**src/hw/rtl/polyphase_rational_resampler_defines.svh**
```systemverilog
// ----------------------------------------------------------------------------
// Polyphase rational resampler assertion macros
// Concurrent assertion wrappers; they compile to nothing when SYNTH is set.
// ----------------------------------------------------------------------------
`ifndef POLYPHASE_RATIONAL_RESAMPLER_DEFINES_SVH
`define POLYPHASE_RATIONAL_RESAMPLER_DEFINES_SVH

`ifndef SYNTH
`define PRR_ASSERT_ALWAYS(lbl, clk, rst_n, expr) \
    lbl: assert property (@(posedge clk) disable iff (!rst_n) (expr)) \
        else $error("assertion failed");
`define PRR_ASSERT_IMPL(lbl, clk, rst_n, ante, cons) \
    lbl: assert property (@(posedge clk) disable iff (!rst_n) (ante) |-> (cons)) \
        else $error("assertion failed");
`define PRR_ASSERT_NEXT(lbl, clk, rst_n, ante, cons) \
    lbl: assert property (@(posedge clk) disable iff (!rst_n) (ante) |=> (cons)) \
        else $error("assertion failed");
`else
`define PRR_ASSERT_ALWAYS(lbl, clk, rst_n, expr)
`define PRR_ASSERT_IMPL(lbl, clk, rst_n, ante, cons)
`define PRR_ASSERT_NEXT(lbl, clk, rst_n, ante, cons)
`endif

`endif

```
**src/hw/rtl/prr_pkg.sv**
```systemverilog
`timescale 1ns / 1ps
// ----------------------------------------------------------------------------
// Polyphase rational resampler package
// Field widths, register indexes, write-data selects and the command and
// status bundles between controller and datapath.
// ----------------------------------------------------------------------------
package prr_pkg;

    localparam int SAMPLE_W   = 16;
    localparam int COEFF_W    = 16;
    localparam int CIDX_W     = 8;
    localparam int FACTOR_W   = 5;
    localparam int TAPS_W     = 9;
    localparam int CFG_IDX_W  = 2;
    localparam int CFG_DATA_W = 9;
    localparam int PROD_W     = SAMPLE_W + COEFF_W;
    localparam int FRAC_BITS  = 15;

    localparam logic [CFG_IDX_W-1:0] CFG_INTERP = 2'd0;
    localparam logic [CFG_IDX_W-1:0] CFG_DECIM  = 2'd1;
    localparam logic [CFG_IDX_W-1:0] CFG_TAPS   = 2'd2;

    localparam logic [FACTOR_W-1:0] INTERP_RESET = 5'd1;
    localparam logic [FACTOR_W-1:0] DECIM_RESET  = 5'd1;
    localparam logic [TAPS_W-1:0]   TAPS_RESET   = 9'd64;

    localparam logic OP_LOAD_COEFF = 1'b0;
    localparam logic OP_SAMPLE     = 1'b1;

    // delay line write data select
    localparam logic [1:0] DL_WSEL_ZERO   = 2'd0;
    localparam logic [1:0] DL_WSEL_SHIFT  = 2'd1;
    localparam logic [1:0] DL_WSEL_SAMPLE = 2'd2;

    typedef struct packed {
        logic       coeff_we;
        logic       cap_sample;
        logic       dl_we;
        logic [1:0] dl_wsel;
        logic       mac_clear;
        logic       mac_issue;
        logic       out_load;
        logic       out_last;
    } cmd_t;

    typedef struct packed {
        logic mac_idle;
        logic out_free;
    } status_t;

endpackage

```
**src/hw/rtl/prr_ctrl.sv**
```systemverilog
`timescale 1ns / 1ps
`include "polyphase_rational_resampler_defines.svh"
// ----------------------------------------------------------------------------
// Polyphase rational resampler controller
// Holds the configuration registers, sequences the delay line clear and
// shift, the polyphase phases, the decimation counter and the MAC passes.
// ----------------------------------------------------------------------------
module prr_ctrl
    import prr_pkg::*;
#(
    parameter int MAX_TAPS   = 256,
    parameter int MAX_FACTOR = 16
) (
    input  logic                        clk,
    input  logic                        rst_n,
    input  logic                        cfg_wr_en,
    input  logic [CFG_IDX_W-1:0]        cfg_index,
    input  logic [CFG_DATA_W-1:0]       cfg_wdata,
    input  logic                        in_valid,
    output logic                        in_ready,
    input  logic                        op,
    input  status_t                     status,
    output cmd_t                        cmd,
    output logic [$clog2(MAX_TAPS)-1:0] dl_raddr,
    output logic [$clog2(MAX_TAPS)-1:0] dl_waddr,
    output logic [$clog2(MAX_TAPS)-1:0] cf_raddr
);

    localparam int AW = $clog2(MAX_TAPS);
    localparam int TW = $clog2(MAX_TAPS + 1);
    localparam int FW = $clog2(MAX_FACTOR + 1);
    localparam int PW = (MAX_FACTOR > 1) ? $clog2(MAX_FACTOR) : 1;
    localparam int SW = $clog2(MAX_TAPS + MAX_FACTOR + 1);

    localparam logic [3:0] S_CLEAR  = 4'd0;
    localparam logic [3:0] S_IDLE   = 4'd1;
    localparam logic [3:0] S_SHIFT  = 4'd2;
    localparam logic [3:0] S_SHEND  = 4'd3;
    localparam logic [3:0] S_INSERT = 4'd4;
    localparam logic [3:0] S_PHASE  = 4'd5;
    localparam logic [3:0] S_MAC    = 4'd6;
    localparam logic [3:0] S_DRAIN  = 4'd7;
    localparam logic [3:0] S_EMIT   = 4'd8;
    localparam logic [3:0] S_ADV    = 4'd9;

    logic [FACTOR_W-1:0] interp_reg;
    logic [FACTOR_W-1:0] decim_reg;
    logic [TAPS_W-1:0]   taps_reg;

    logic [3:0]    state_reg, state_next;
    logic [AW-1:0] clr_reg, clr_next;
    logic [AW-1:0] sh_reg, sh_next;
    logic          pend_reg, pend_next;
    logic [AW-1:0] pend_addr_reg, pend_addr_next;
    logic [PW-1:0] p_reg, p_next;
    logic [PW-1:0] dphase_reg, dphase_next;
    logic [AW-1:0] j_reg, j_next;
    logic [SW-1:0] base_reg, base_next;

    logic [FW-1:0] l_eff;
    logic [FW-1:0] m_eff;
    logic [TW-1:0] taps_eff;
    logic          issue_ok;
    logic          last_result;
    logic          last_phase;
    logic [SW-1:0] cidx;

    // clamp the factors and the tap count into their working ranges
    always_comb
    begin
        if (interp_reg == '0)
            l_eff = FW'(1);
        else if (32'(interp_reg) > MAX_FACTOR)
            l_eff = FW'(MAX_FACTOR);
        else
            l_eff = FW'(interp_reg);

        if (decim_reg == '0)
            m_eff = FW'(1);
        else if (32'(decim_reg) > MAX_FACTOR)
            m_eff = FW'(MAX_FACTOR);
        else
            m_eff = FW'(decim_reg);

        if (taps_reg == '0)
            taps_eff = TW'(1);
        else if (32'(taps_reg) > MAX_TAPS)
            taps_eff = TW'(MAX_TAPS);
        else
            taps_eff = TW'(taps_reg);
    end

    // tap j is in the sum while (j + 1) * L <= taps
    assign issue_ok    = (base_reg + SW'(l_eff)) <= SW'(taps_eff);
    assign cidx        = base_reg + SW'(p_reg);
    // the next emitting phase of this sample would be p + M
    assign last_result = ((FW + 1)'(p_reg) + (FW + 1)'(m_eff)) >= (FW + 1)'(l_eff);
    assign last_phase  = FW'(p_reg) == (l_eff - FW'(1));

    always_ff @(posedge clk or negedge rst_n)
    begin
        if (!rst_n)
        begin
            interp_reg <= INTERP_RESET;
            decim_reg  <= DECIM_RESET;
            taps_reg   <= TAPS_RESET;
        end
        else if (cfg_wr_en)
        begin
            case (cfg_index)
                CFG_INTERP: interp_reg <= cfg_wdata[FACTOR_W-1:0];
                CFG_DECIM:  decim_reg  <= cfg_wdata[FACTOR_W-1:0];
                CFG_TAPS:   taps_reg   <= cfg_wdata[TAPS_W-1:0];
                default:    ;
            endcase
        end
    end

    always_comb
    begin
        state_next     = state_reg;
        clr_next       = clr_reg;
        sh_next        = sh_reg;
        pend_next      = pend_reg;
        pend_addr_next = pend_addr_reg;
        p_next         = p_reg;
        dphase_next    = dphase_reg;
        j_next         = j_reg;
        base_next      = base_reg;

        cmd      = '0;
        in_ready = 1'b0;
        dl_raddr = '0;
        dl_waddr = '0;
        cf_raddr = '0;

        case (state_reg)
            S_CLEAR:
            begin
                cmd.dl_we   = 1'b1;
                cmd.dl_wsel = DL_WSEL_ZERO;
                dl_waddr    = clr_reg;
                clr_next    = AW'(clr_reg + 1'b1);
                if (clr_reg == AW'(MAX_TAPS - 1))
                    state_next = S_IDLE;
            end

            S_IDLE:
            begin
                in_ready = 1'b1;
                if (in_valid)
                begin
                    if (op == OP_LOAD_COEFF)
                    begin
                        cmd.coeff_we = 1'b1;
                    end
                    else
                    begin
                        cmd.cap_sample = 1'b1;
                        pend_next      = 1'b0;
                        sh_next        = AW'(taps_eff - TW'(2));
                        if (taps_eff == TW'(1))
                            state_next = S_INSERT;
                        else
                            state_next = S_SHIFT;
                    end
                end
            end

            S_SHIFT:
            begin
                // read tap k now, write it to k + 1 in the next cycle
                dl_raddr = sh_reg;
                if (pend_reg)
                begin
                    cmd.dl_we   = 1'b1;
                    cmd.dl_wsel = DL_WSEL_SHIFT;
                    dl_waddr    = pend_addr_reg;
                end
                pend_next      = 1'b1;
                pend_addr_next = AW'(sh_reg + 1'b1);
                if (sh_reg == '0)
                    state_next = S_SHEND;
                else
                    sh_next = AW'(sh_reg - 1'b1);
            end

            S_SHEND:
            begin
                cmd.dl_we   = 1'b1;
                cmd.dl_wsel = DL_WSEL_SHIFT;
                dl_waddr    = pend_addr_reg;
                pend_next   = 1'b0;
                state_next  = S_INSERT;
            end

            S_INSERT:
            begin
                cmd.dl_we   = 1'b1;
                cmd.dl_wsel = DL_WSEL_SAMPLE;
                dl_waddr    = '0;
                p_next      = '0;
                state_next  = S_PHASE;
            end

            S_PHASE:
            begin
                if (dphase_reg == '0)
                begin
                    cmd.mac_clear = 1'b1;
                    base_next     = '0;
                    j_next        = '0;
                    state_next    = S_MAC;
                end
                else
                begin
                    state_next = S_ADV;
                end
            end

            S_MAC:
            begin
                if (issue_ok)
                begin
                    cmd.mac_issue = 1'b1;
                    dl_raddr      = j_reg;
                    cf_raddr      = AW'(cidx);
                    j_next        = AW'(j_reg + 1'b1);
                    base_next     = base_reg + SW'(l_eff);
                end
                else
                begin
                    state_next = S_DRAIN;
                end
            end

            S_DRAIN:
            begin
                if (status.mac_idle)
                    state_next = S_EMIT;
            end

            S_EMIT:
            begin
                if (status.out_free)
                begin
                    cmd.out_load = 1'b1;
                    cmd.out_last = last_result;
                    state_next   = S_ADV;
                end
            end

            S_ADV:
            begin
                // wrap also covers a phase left stale by a lowered M
                if ((FW'(dphase_reg) + FW'(1)) >= m_eff)
                    dphase_next = '0;
                else
                    dphase_next = PW'(dphase_reg + 1'b1);
                if (last_phase)
                begin
                    state_next = S_IDLE;
                end
                else
                begin
                    p_next     = PW'(p_reg + 1'b1);
                    state_next = S_PHASE;
                end
            end

            default:
            begin
                state_next = S_IDLE;
            end
        endcase
    end

    always_ff @(posedge clk or negedge rst_n)
    begin
        if (!rst_n)
        begin
            state_reg     <= S_CLEAR;
            clr_reg       <= '0;
            sh_reg        <= '0;
            pend_reg      <= 1'b0;
            pend_addr_reg <= '0;
            p_reg         <= '0;
            dphase_reg    <= '0;
            j_reg         <= '0;
            base_reg      <= '0;
        end
        else
        begin
            state_reg     <= state_next;
            clr_reg       <= clr_next;
            sh_reg        <= sh_next;
            pend_reg      <= pend_next;
            pend_addr_reg <= pend_addr_next;
            p_reg         <= p_next;
            dphase_reg    <= dphase_next;
            j_reg         <= j_next;
            base_reg      <= base_next;
        end
    end

    `PRR_ASSERT_ALWAYS(a_load_when_free, clk, rst_n, !cmd.out_load || status.out_free)
    `PRR_ASSERT_IMPL(a_coeff_in_range, clk, rst_n, cmd.mac_issue, cidx < SW'(taps_eff))
    `PRR_ASSERT_IMPL(a_shift_no_clash, clk, rst_n, state_reg == S_SHIFT && pend_reg, dl_raddr != dl_waddr)
    `PRR_ASSERT_NEXT(a_load_then_adv, clk, rst_n, cmd.out_load, state_reg == S_ADV)

endmodule

```
**config.mk**
```make
export PLATFORM = sky130hd
export DESIGN_NAME = prr_ctrl
export DESIGN_NICKNAME = d
export VERILOG_FILES = /design/src/hw/rtl/prr_pkg.sv /design/src/hw/rtl/prr_ctrl.sv
export VERILOG_INCLUDE_DIRS = /design/src /design/src/hw/rtl
export SDC_FILE = /design/constraint.sdc
export NUM_CORES = 1
export LEC_CHECK = 0
export BUFFER_PORTS_ARGS = -buffer_cell sky130_fd_sc_hd__buf_4
export CORE_UTILIZATION = 60
export CTS_BUF_LIST = sky130_fd_sc_hd__clkbuf_8
export DETAILED_ROUTE_END_ITERATION = 8
export PLACE_DENSITY_LB_ADDON = 0.12
export SLEW_MARGIN = 20
export SYNTH_ARGS = -nofsm -noshare
export SYNTH_HDL_FRONTEND = slang
export SYNTH_SLANG_ARGS = --single-unit
export TNS_END_PERCENT = 20
```
**constraint.sdc**
```tcl
create_clock -name clk -period 7.8 [get_ports clk]
set_clock_uncertainty 0.1 [all_clocks]
set_input_delay 2.34 -clock clk [delete_from_list [all_inputs] [get_ports clk]]
set_output_delay 2.34 -clock clk [all_outputs]
set_load 0.01 [all_outputs]
```
# After elaboration in Yosys (flattened, before gate mapping)
# Index checks and enable logic that the tools add are counted.
# word_totals
input_bits	18
regBits	73
word_cells	126
# classes
n_eq_ne	25
n_reduce_logical	19
magnitude_cmp	6
mux	52
addsub	12
# ops
cell	count
8-bit 2-to-1 mux	9
8-bit one-hot mux with 2 select lines	3
4-bit 2-to-1 mux	10
4-bit one-hot mux with 10 select lines	1
9-bit 2-to-1 mux	4
8-bit by 1-bit adder with 8-bit output, second input constant	3
8-bit one-hot mux with 3 select lines	1
2-bit != test, second input constant	11
5-bit 2-to-1 mux	4
9-bit one-hot mux with 2 select lines	1
4-bit by 3-bit equality test with 1-bit output, second input constant	4
3-bit one-hot mux with 4 select lines	1
5-bit > comparator, second input constant	2
5-bit logical NOT	2
9-bit by 5-bit adder with 9-bit output	1
9-bit by 1-bit equality test with 1-bit output, second input constant	1
9-bit > comparator, second input constant	1
9-bit <= comparator	1
9-bit logical NOT	1
1-bit 2-to-1 mux	9
3-bit 2-to-1 mux	3
4-bit by 1-bit adder with 4-bit output, second input constant	2
8-bit by 4-bit adder with 8-bit output	1
4-bit by 2-bit equality test with 1-bit output, second input constant	2
25 further kinds	36

# Logic depth before layout (Yosys ltp)
# Gate-level depths: netlist of the first run.
# depth
ltp_word	8
mapped_depth	20
ltp_nobuf	19

# Least setup slack after synthesis of the first run
# OpenSTA, ideal clock, no wires.
# synth_path
kind	reg-to-output
from	register interp_reg[2]
to	output port cf_raddr[3]
path_stages_with_launch	20
arrival_ns	3.892
slack_ns	1.468
path_buffers	2
cell_sequence	dfrtp_1 -> nor3_1 -> nor2_1 -> nor2_1 -> ha_1 -> inv_1 -> fa_1 -> nor2b_1 -> o22ai_1 -> a21oi_1 -> o2111ai_1 -> xnor2_1 -> ha_1 -> and4_1 -> nand3_1 -> a2bb2oi_1 -> or3_1 -> buf_2 -> buf_2 -> nor3_1
# synth_between
elab_chain_len	7
elab_cells_between_ends	8
classes_between	add/sub (1); order compare (2); mux (4); reduce/logical (1)
# synth_lines
item	line_no	text
from (decl)	prr_ctrl.sv:46	logic [FACTOR_W-1:0] interp_reg;
from (signal assigned)	prr_ctrl.sv:111	CFG_INTERP: interp_reg <= cfg_wdata[FACTOR_W-1:0];
5-bit > comparator	prr_ctrl.sv:73	else if (32'(interp_reg) > MAX_FACTOR)
5-bit 2-to-1 mux	prr_ctrl.sv:73	
5-bit 2-to-1 mux *	prr_ctrl.sv:71	if (interp_reg == '0)
9-bit by 5-bit adder with 9-bit output *	prr_ctrl.sv:94	assign issue_ok = (base_reg + SW'(l_eff)) <= SW'(taps_eff);
9-bit <= comparator *	prr_ctrl.sv:94	
8-bit 2-to-1 mux *	prr_ctrl.sv:223	if (issue_ok)
8-bit 2-to-1 mux *	prr_ctrl.sv:137	case (state_reg)
to (decl)	prr_ctrl.sv:26	output logic [$clog2(MAX_TAPS)-1:0] cf_raddr
# Every way passes the cells marked *; elsewhere a longest branch is shown, timed or not.

# Final worst setup path of the first run
# layout_path
from	register interp_reg[2]
to	output port cf_raddr[1]
# Same word-level chain as after synthesis.

==> flow_summary.toml, run 1 <==
[drt]
routed_wirelength_mm = 12.4
dr.first_iter.drc_count = 258
postRouteAntennaNets = 0
wl_per_cell_um = 16.7
drt_drc_violations_left = 0
drtPass1Iterations = 4
detail_route.vias_per_cell = 6.09
num_vias = 4498

[power]
switching_share_pct = 43.9
power.static_leakage_nw = 2.84
power_frac_seq_pct = 34.9
vdd_drop_max_uv = 167
power.share.clock_pct = 17.8
p_sw_mw = 0.844
pwr-share-comb_pct = 47.3
p_int_mw = 1.08
power-per-cell-area_nw_per_um2 = 330

[clocking]
max-clock-path-buffers = 2
cts-buffers-inserted = 9
clock_insertion_delay_worst_skew_ps = 370
clock-root-buffer = "clkbuf_8"
tritoncts = "built"
clock_tree.htree_level_count = 3
cts_repair_resize_count = 0
cts_clock_pin_slew_for_the_worst_setup_and_hold_paths_ps = 80
post_cts_buffers = 0
hold_buffers = 0
cts_sinks = 73

[yosys]
combined_area_of_all_synthesized_cells_um2 = 5140
netlist.top_cell.by_area = "dfrtp_1"
synth_top_area_share_pct = 34.0
synthesis.instances = 587
synth.avg_cell_area_um2 = 8.76
synth_cell_types = 61
synthesized_net_count = 648
share_of_synthesized_flip_flops_with_an_asynchronous_set_or_reset_pct = 100
synth_enable_flop_cells = 0
yosysWarningCount = 0
ys_seq_elements = 73
synth_area_leaders = "dfrtp_1 34%, ha_1 9.7%, nand2_1 5.7%"
synth-main-ff-cell = "dfrtp_1"
yosysSeqAreaShare_pct = 35.6

[worst_setup_path]
worst_ep_required_time_ps = 5360
critical_path.reg2reg.startpoint = "interp_reg[2]$_DFFE_PN0P_"
worst_setup_path_end_kind = "primary output"
timing.critical_path.cells = "nor3_1 > nor2_1 > nor2_1 > ha_1 > inv_1 > fa_1 > nor2b_1 > o22ai_1 > a21oi_1 > o21ai_0 > xnor2_1 > ha_1 > and4_1 > nand3_1 > a2bb2oi_1 > or3_1 > clkinvlp_4 > buf_4 > and2_1 > buf_4"
setup.worst_path.end = "cf_raddr[1]"
cp-startpoint = "interp_reg[2]$_DFFE_PN0P_"
timing.critical_path.arrival_ps = 4990
cp-start-kind = "flop"
rr_worst_depth = 19
crit_fanout = 15
cp_peak_stage_delay_ps = 450
worstSetupPathType = "flop to primary output"
critPathSlowestCell = "dfrtp_1"
crit-reg2reg-capture = "j_reg[6]$_DFFE_PN0P_"
regToRegSetupSlack_ps = 2930

[global_route]
grt_overflow_total = 0
first_global_vias = 4470
grt_pass1_wl_mm = 20.9
globalRouteTotalUtil_pct = 30.0
initial_antenna_violation_count = 0
grt_start_max_net_pins = 74

[layout]
fin_nets = 690
mostFrequentLayoutCells = "78 x nand2_1, 70 x dfrtp_1, 54 x buf_4"
most_common_cell_after_layout_fill_and_taps_aside = "nand2_1"
drive_above_1_share_pct = 16.1
area_growth_syn_to_layout_pct = 12.9
antennaDiodeCount = 0
finish.cell_count_without_fillers = 739

[placed_design]
gp_congestion = 0.944
placement.io_buffers = 51
place_inst = 723
hpwl_mm = 9.11

[timing]
final_min_period_over_clock_period_pct = 95.2
timing.final.max_slew_violations = 0
layout_min_cycle_time_ps = 7430
fin_setup_tns_ps = 0
timing_hold_violations_final = 0
worstMarginPinSlew_ps = 1080
final_number_of_setup_violating_endpoints = 0
max_slew_margin_pct = 27.6
f_max_mhz = 135

[outcome]
status = "complete, no violations"

[floorplanning]
initial_utilization_pct = 62.3
io-pin-count = 52
core.rowCount = 33
floorplan.core_area_um2 = 8260
fp.dieH_um = 94.6
total_die_area_um2 = 8950
fp.dieW_um = 94.6

[job]
max_cap_viol_count = 0

[worst_hold_path]
hp-class = "flop to flop"
## kinds of logic (layout without fill, tap and decap cells)
kind of cell,Yosys count,count (layout),share of synthesized area (%)
AO/OA/AOI/OAI,126,126,15.7
buffers and inverters,59,106,4.69
multiplexers,25,25,5.30
flip-flops,73,73,35.6
adder cells (fa/ha/maj),43,43,10.9
AND/OR/NAND/NOR,224,224,21.5
XOR/XNOR,37,37,6.30
## cell usage after synthesis (12+ instances only)
cell type,instances
nand2_1,78
mux2_2,18
inv_1,34
clkbuf_1,13
ha_1,40
o21ai_0,36
xnor2_1,21
nor3_1,19
dfrtp_1,70
xor2_1,16
nor2_1,42
a21oi_1,29
a21o_1,12
nand3_1,21
## worst max-delay path, delay by kind of cell (launching register included)
family          cells  cell delay (ps)
compound gates      4              780
buf+inv             4              750
xor+xnor            1              260
simple gates        8             1480
fa+ha+maj           3              910
flops               1              450
## worst min path at each step
stage,startpoint,end,slack (ps),depth (start not counted)
3_3_place_gp,pend_addr_reg[0]$_DFFE_PN0P_,pend_addr_reg[0]$_DFFE_PN0P_,370,2
4_1_cts,pend_addr_reg[0]$_DFFE_PN0P_,pend_addr_reg[0]$_DFFE_PN0P_,390,2
5_1_grt,pend_addr_reg[0]$_DFFE_PN0P_,pend_addr_reg[0]$_DFFE_PN0P_,420,2
2_1_floorplan,pend_addr_reg[1]$_DFFE_PN0P_,pend_addr_reg[1]$_DFFE_PN0P_,350,2
3_5_place_dp,pend_addr_reg[1]$_DFFE_PN0P_,pend_addr_reg[1]$_DFFE_PN0P_,370,2
6_report,pend_addr_reg[0]$_DFFE_PN0P_,pend_addr_reg[0]$_DFFE_PN0P_,390,2
## layer usage
metal  vias up  routed length (µm)  GRT usage [%]
met2       131                5920           49.6
met3        25                 620           5.15
met5         -                   0              0
met1      2175                5610           39.1
met4         0                 222           11.7
li1       2167                   -              -
## power by group through the flow
stage,combinational [mW],clock [mW],sequential (mW)
3_3_place_gp,0.855,0,0.664
2_1_floorplan,0.721,0,0.576
3_5_place_dp,0.887,0,0.671
4_1_cts,0.895,0.347,0.665
5_1_grt,1.02,0.367,0.689
6_report,0.908,0.342,0.670
## cell type report
cell class,instances,area [µm²]
Clock buffer,9,124
Multi-Input combinational cell,455,3080
Tap cell,105,131
Timing Repair Buffer,54,405
Sequential cell,73,1830
Inverter,36,139
Fill cell,686,2450
Clock inverter,7,103
## stage by stage
stage	area [µm²]	total power, mW	util [%]	hold WS, ps	worst slack [ps]
floorplan	5140	1.30	-	347	1470
global placement	5580	1.52	67.5	365	1090
detailed placement	5580	1.56	67.5	368	741
CTS	5800	1.91	70.3	392	290
global route	5810	2.08	70.4	423	-18.2
finish	5810	1.92	70.4	385	371
(Power assumes the default switching activity.)
==> run 2, diff against run 1 <==
==> constraint.sdc (replaced) <==
create_clock -name clk -period 7.8 [get_ports clk]
set_clock_uncertainty 0.1 [all_clocks]
set_input_delay 1.17 -clock clk [delete_from_list [all_inputs] [get_ports clk]]
set_output_delay 1.17 -clock clk [all_outputs]
set_load 0.01 [all_outputs]
==> run 2 against run 1 <==
Worst setup slack better by 660 ps. Via count shrank 1.9%. Non-clock buffer count is 2 lower. Highest routed layer unchanged. Sequential share of layout area hardly changed. Critical path type unchanged. Critical endpoint is now dl_raddr[4]. Count of clock-buffer cells in the layout is the same.
==> flow_summary.toml, run 2 (synthesis results as in run 1) <==
[timing]
timing.final.ws_setup_ps = 1030
max_slew_margin_pct = 36.8
grt_setup_unrepaired = "false"
worstMarginPinSlew_ps = 948
final_min_period_over_clock_period_pct = 86.7
timing_hold_violations_final = 0
timing.final.max_slew_violations = 0
layout_min_cycle_time_ps = 6770
f_max_mhz = 148
fin_setup_tns_ps = 0
final_number_of_setup_violating_endpoints = 0

[placed_design]
setup_slack_at_placement_ps = 1470
placement.io_buffers = 51
gp_congestion = 0.929
hpwl_mm = 8.68

[global_route]
grt_pass1_wl_mm = 19.3
first_global_vias = 4124
grt_overflow_total = 0
globalRouteTotalUtil_pct = 27.9
initial_antenna_violation_count = 0
grt_start_max_net_pins = 74

[floorplanning]
core.rowCount = 33
fp.dieH_um = 94.6
floorplan.core_area_um2 = 8260
total_die_area_um2 = 8950
io-pin-count = 52
fp.dieW_um = 94.6
initial_utilization_pct = 62.3

[layout]
drive_above_1_share_pct = 15.5
fin_nets = 688
area_growth_syn_to_layout_pct = 13.1
mostFrequentLayoutCells = "78 x nand2_1, 70 x dfrtp_1, 52 x buf_4"
most_common_cell_after_layout_fill_and_taps_aside = "nand2_1"
layout.filler_cells = 672
antennaDiodeCount = 0

[clocking]
clock_insertion_delay_worst_skew_ps = 350
post_cts_buffers = 0
tritoncts = "built"
clock_tree.htree_level_count = 3
cts_clock_pin_slew_for_the_worst_setup_and_hold_paths_ps = 90
cts_repair_resize_count = 0
clock-root-buffer = "clkbuf_8"
hold_buffers = 0
max-clock-path-buffers = 2
cts-buffers-inserted = 9
cts_sinks = 73

[power]
vdd_drop_max_uv = 156
power-per-cell-area_nw_per_um2 = 331
power.static_leakage_nw = 2.85

[worst_setup_path]
crit_fanout = 21
worst_ep_required_time_ps = 6530
cp-start-kind = "flop"
worstSetupPathType = "flop to primary output"
timing.critical_path.arrival_ps = 5500
worst_setup_path_end_kind = "primary output"

[drt]
routed_wirelength_mm = 11.7
postRouteAntennaNets = 0
detail_route.vias_per_cell = 5.99
drtPass1Iterations = 5
drt_drc_violations_left = 0
num_vias = 4411
wl_per_cell_um = 15.9
dr.first_iter.drc_count = 320

[worst_hold_path]
hp-class = "flop to flop"

[job]
max_cap_viol_count = 0

[outcome]
status = "complete, no violations"
==> run 2: changes by cell type in the layout (fill, tap and decap cells not counted), sizes merged <==
cell and change:
inv +1, bufinv +1, buf -2, clkinvlp -2
==> run 2: layout make-up <==
type | instances | area [µm²] | share of cell area (%)
multi-input combinational | 455 | 3080 | 53.0
clock buffer | 9 | 124 | 2.13
inverter | 36 | 135 | 2.32
tap | 105 | 131 | 2.26
timing repair buffer | 52 | 390 | 6.71
sequential | 73 | 1830 | 31.5
clock inverter | 7 | 125 | 2.15
==> run 2: per-stage QoR <==
stage          cell area, µm²  util (%)  hold WS [ps]  power [mW]  std cells
2_1_floorplan            5140         -           347        1.30        587
3_5_place_dp             5560      67.3           373        1.54        721
4_1_cts                  5810      70.3           394        1.92        737
5_1_grt                  5820      70.5           431        2.09        737
3_3_place_gp             5560      67.3           368        1.51        721
6_report                 5820      70.5           390        1.93        737
==> run 2: worst paths after layout <==
path                                               from  slack, ps  cells after the start                      endpoint
min in group asynchronous                         rst_n        860                      1      decim_reg[3]$_DFFE_PN0P_
max                           interp_reg[2]$_DFFE_PN0P_       1030                     21                   dl_raddr[4]
max reg2reg                   interp_reg[2]$_DFFE_PN0P_       2610                     19       base_reg[3]$_DFFE_PN0P_
min                        pend_addr_reg[0]$_DFFE_PN0P_        390                      2  pend_addr_reg[0]$_DFFE_PN0P_
max in group asynchronous                         rst_n       6130                      1       base_reg[4]$_DFFE_PN0P_
min reg2reg                pend_addr_reg[0]$_DFFE_PN0P_        390                      2  pend_addr_reg[0]$_DFFE_PN0P_
==> run 2: metal layers <==
layer	global-route usage, %	share of wire (%)	vias up
met1	38.1	47	2098
met2	45.7	47	129
met4	9.34	1.4	0
met5	0	0	-
li1	-	-	2164
met3	3.54	4.6	20
==> run 2: power by group <==
group          leakage [nW]  switching [mW]  internal, mW
Combinational          1.80           0.482         0.397
Sequential            0.922           0.179         0.490
Clock                 0.125           0.161         0.217
Total                  2.85           0.822          1.10
==> run 2: worst max-delay path: stages, from the launching register on <==
cell	delay [ps]
dfrtp_1	440
nor3_1	310
nor2_1	70
nor2_1	180
ha_1	200
inv_1	60
fa_1	410
nor2b_1	140
o22ai_1	100
a21oi_1	250
o2111ai_1	160
xnor2_1	190
ha_1	300
and4_1	210
nand3_1	100
a211oi_1	330
or3_1	670
clkinv_1	340
buf_4	300
a21oi_1	170
nor2_1	60
buf_4	150
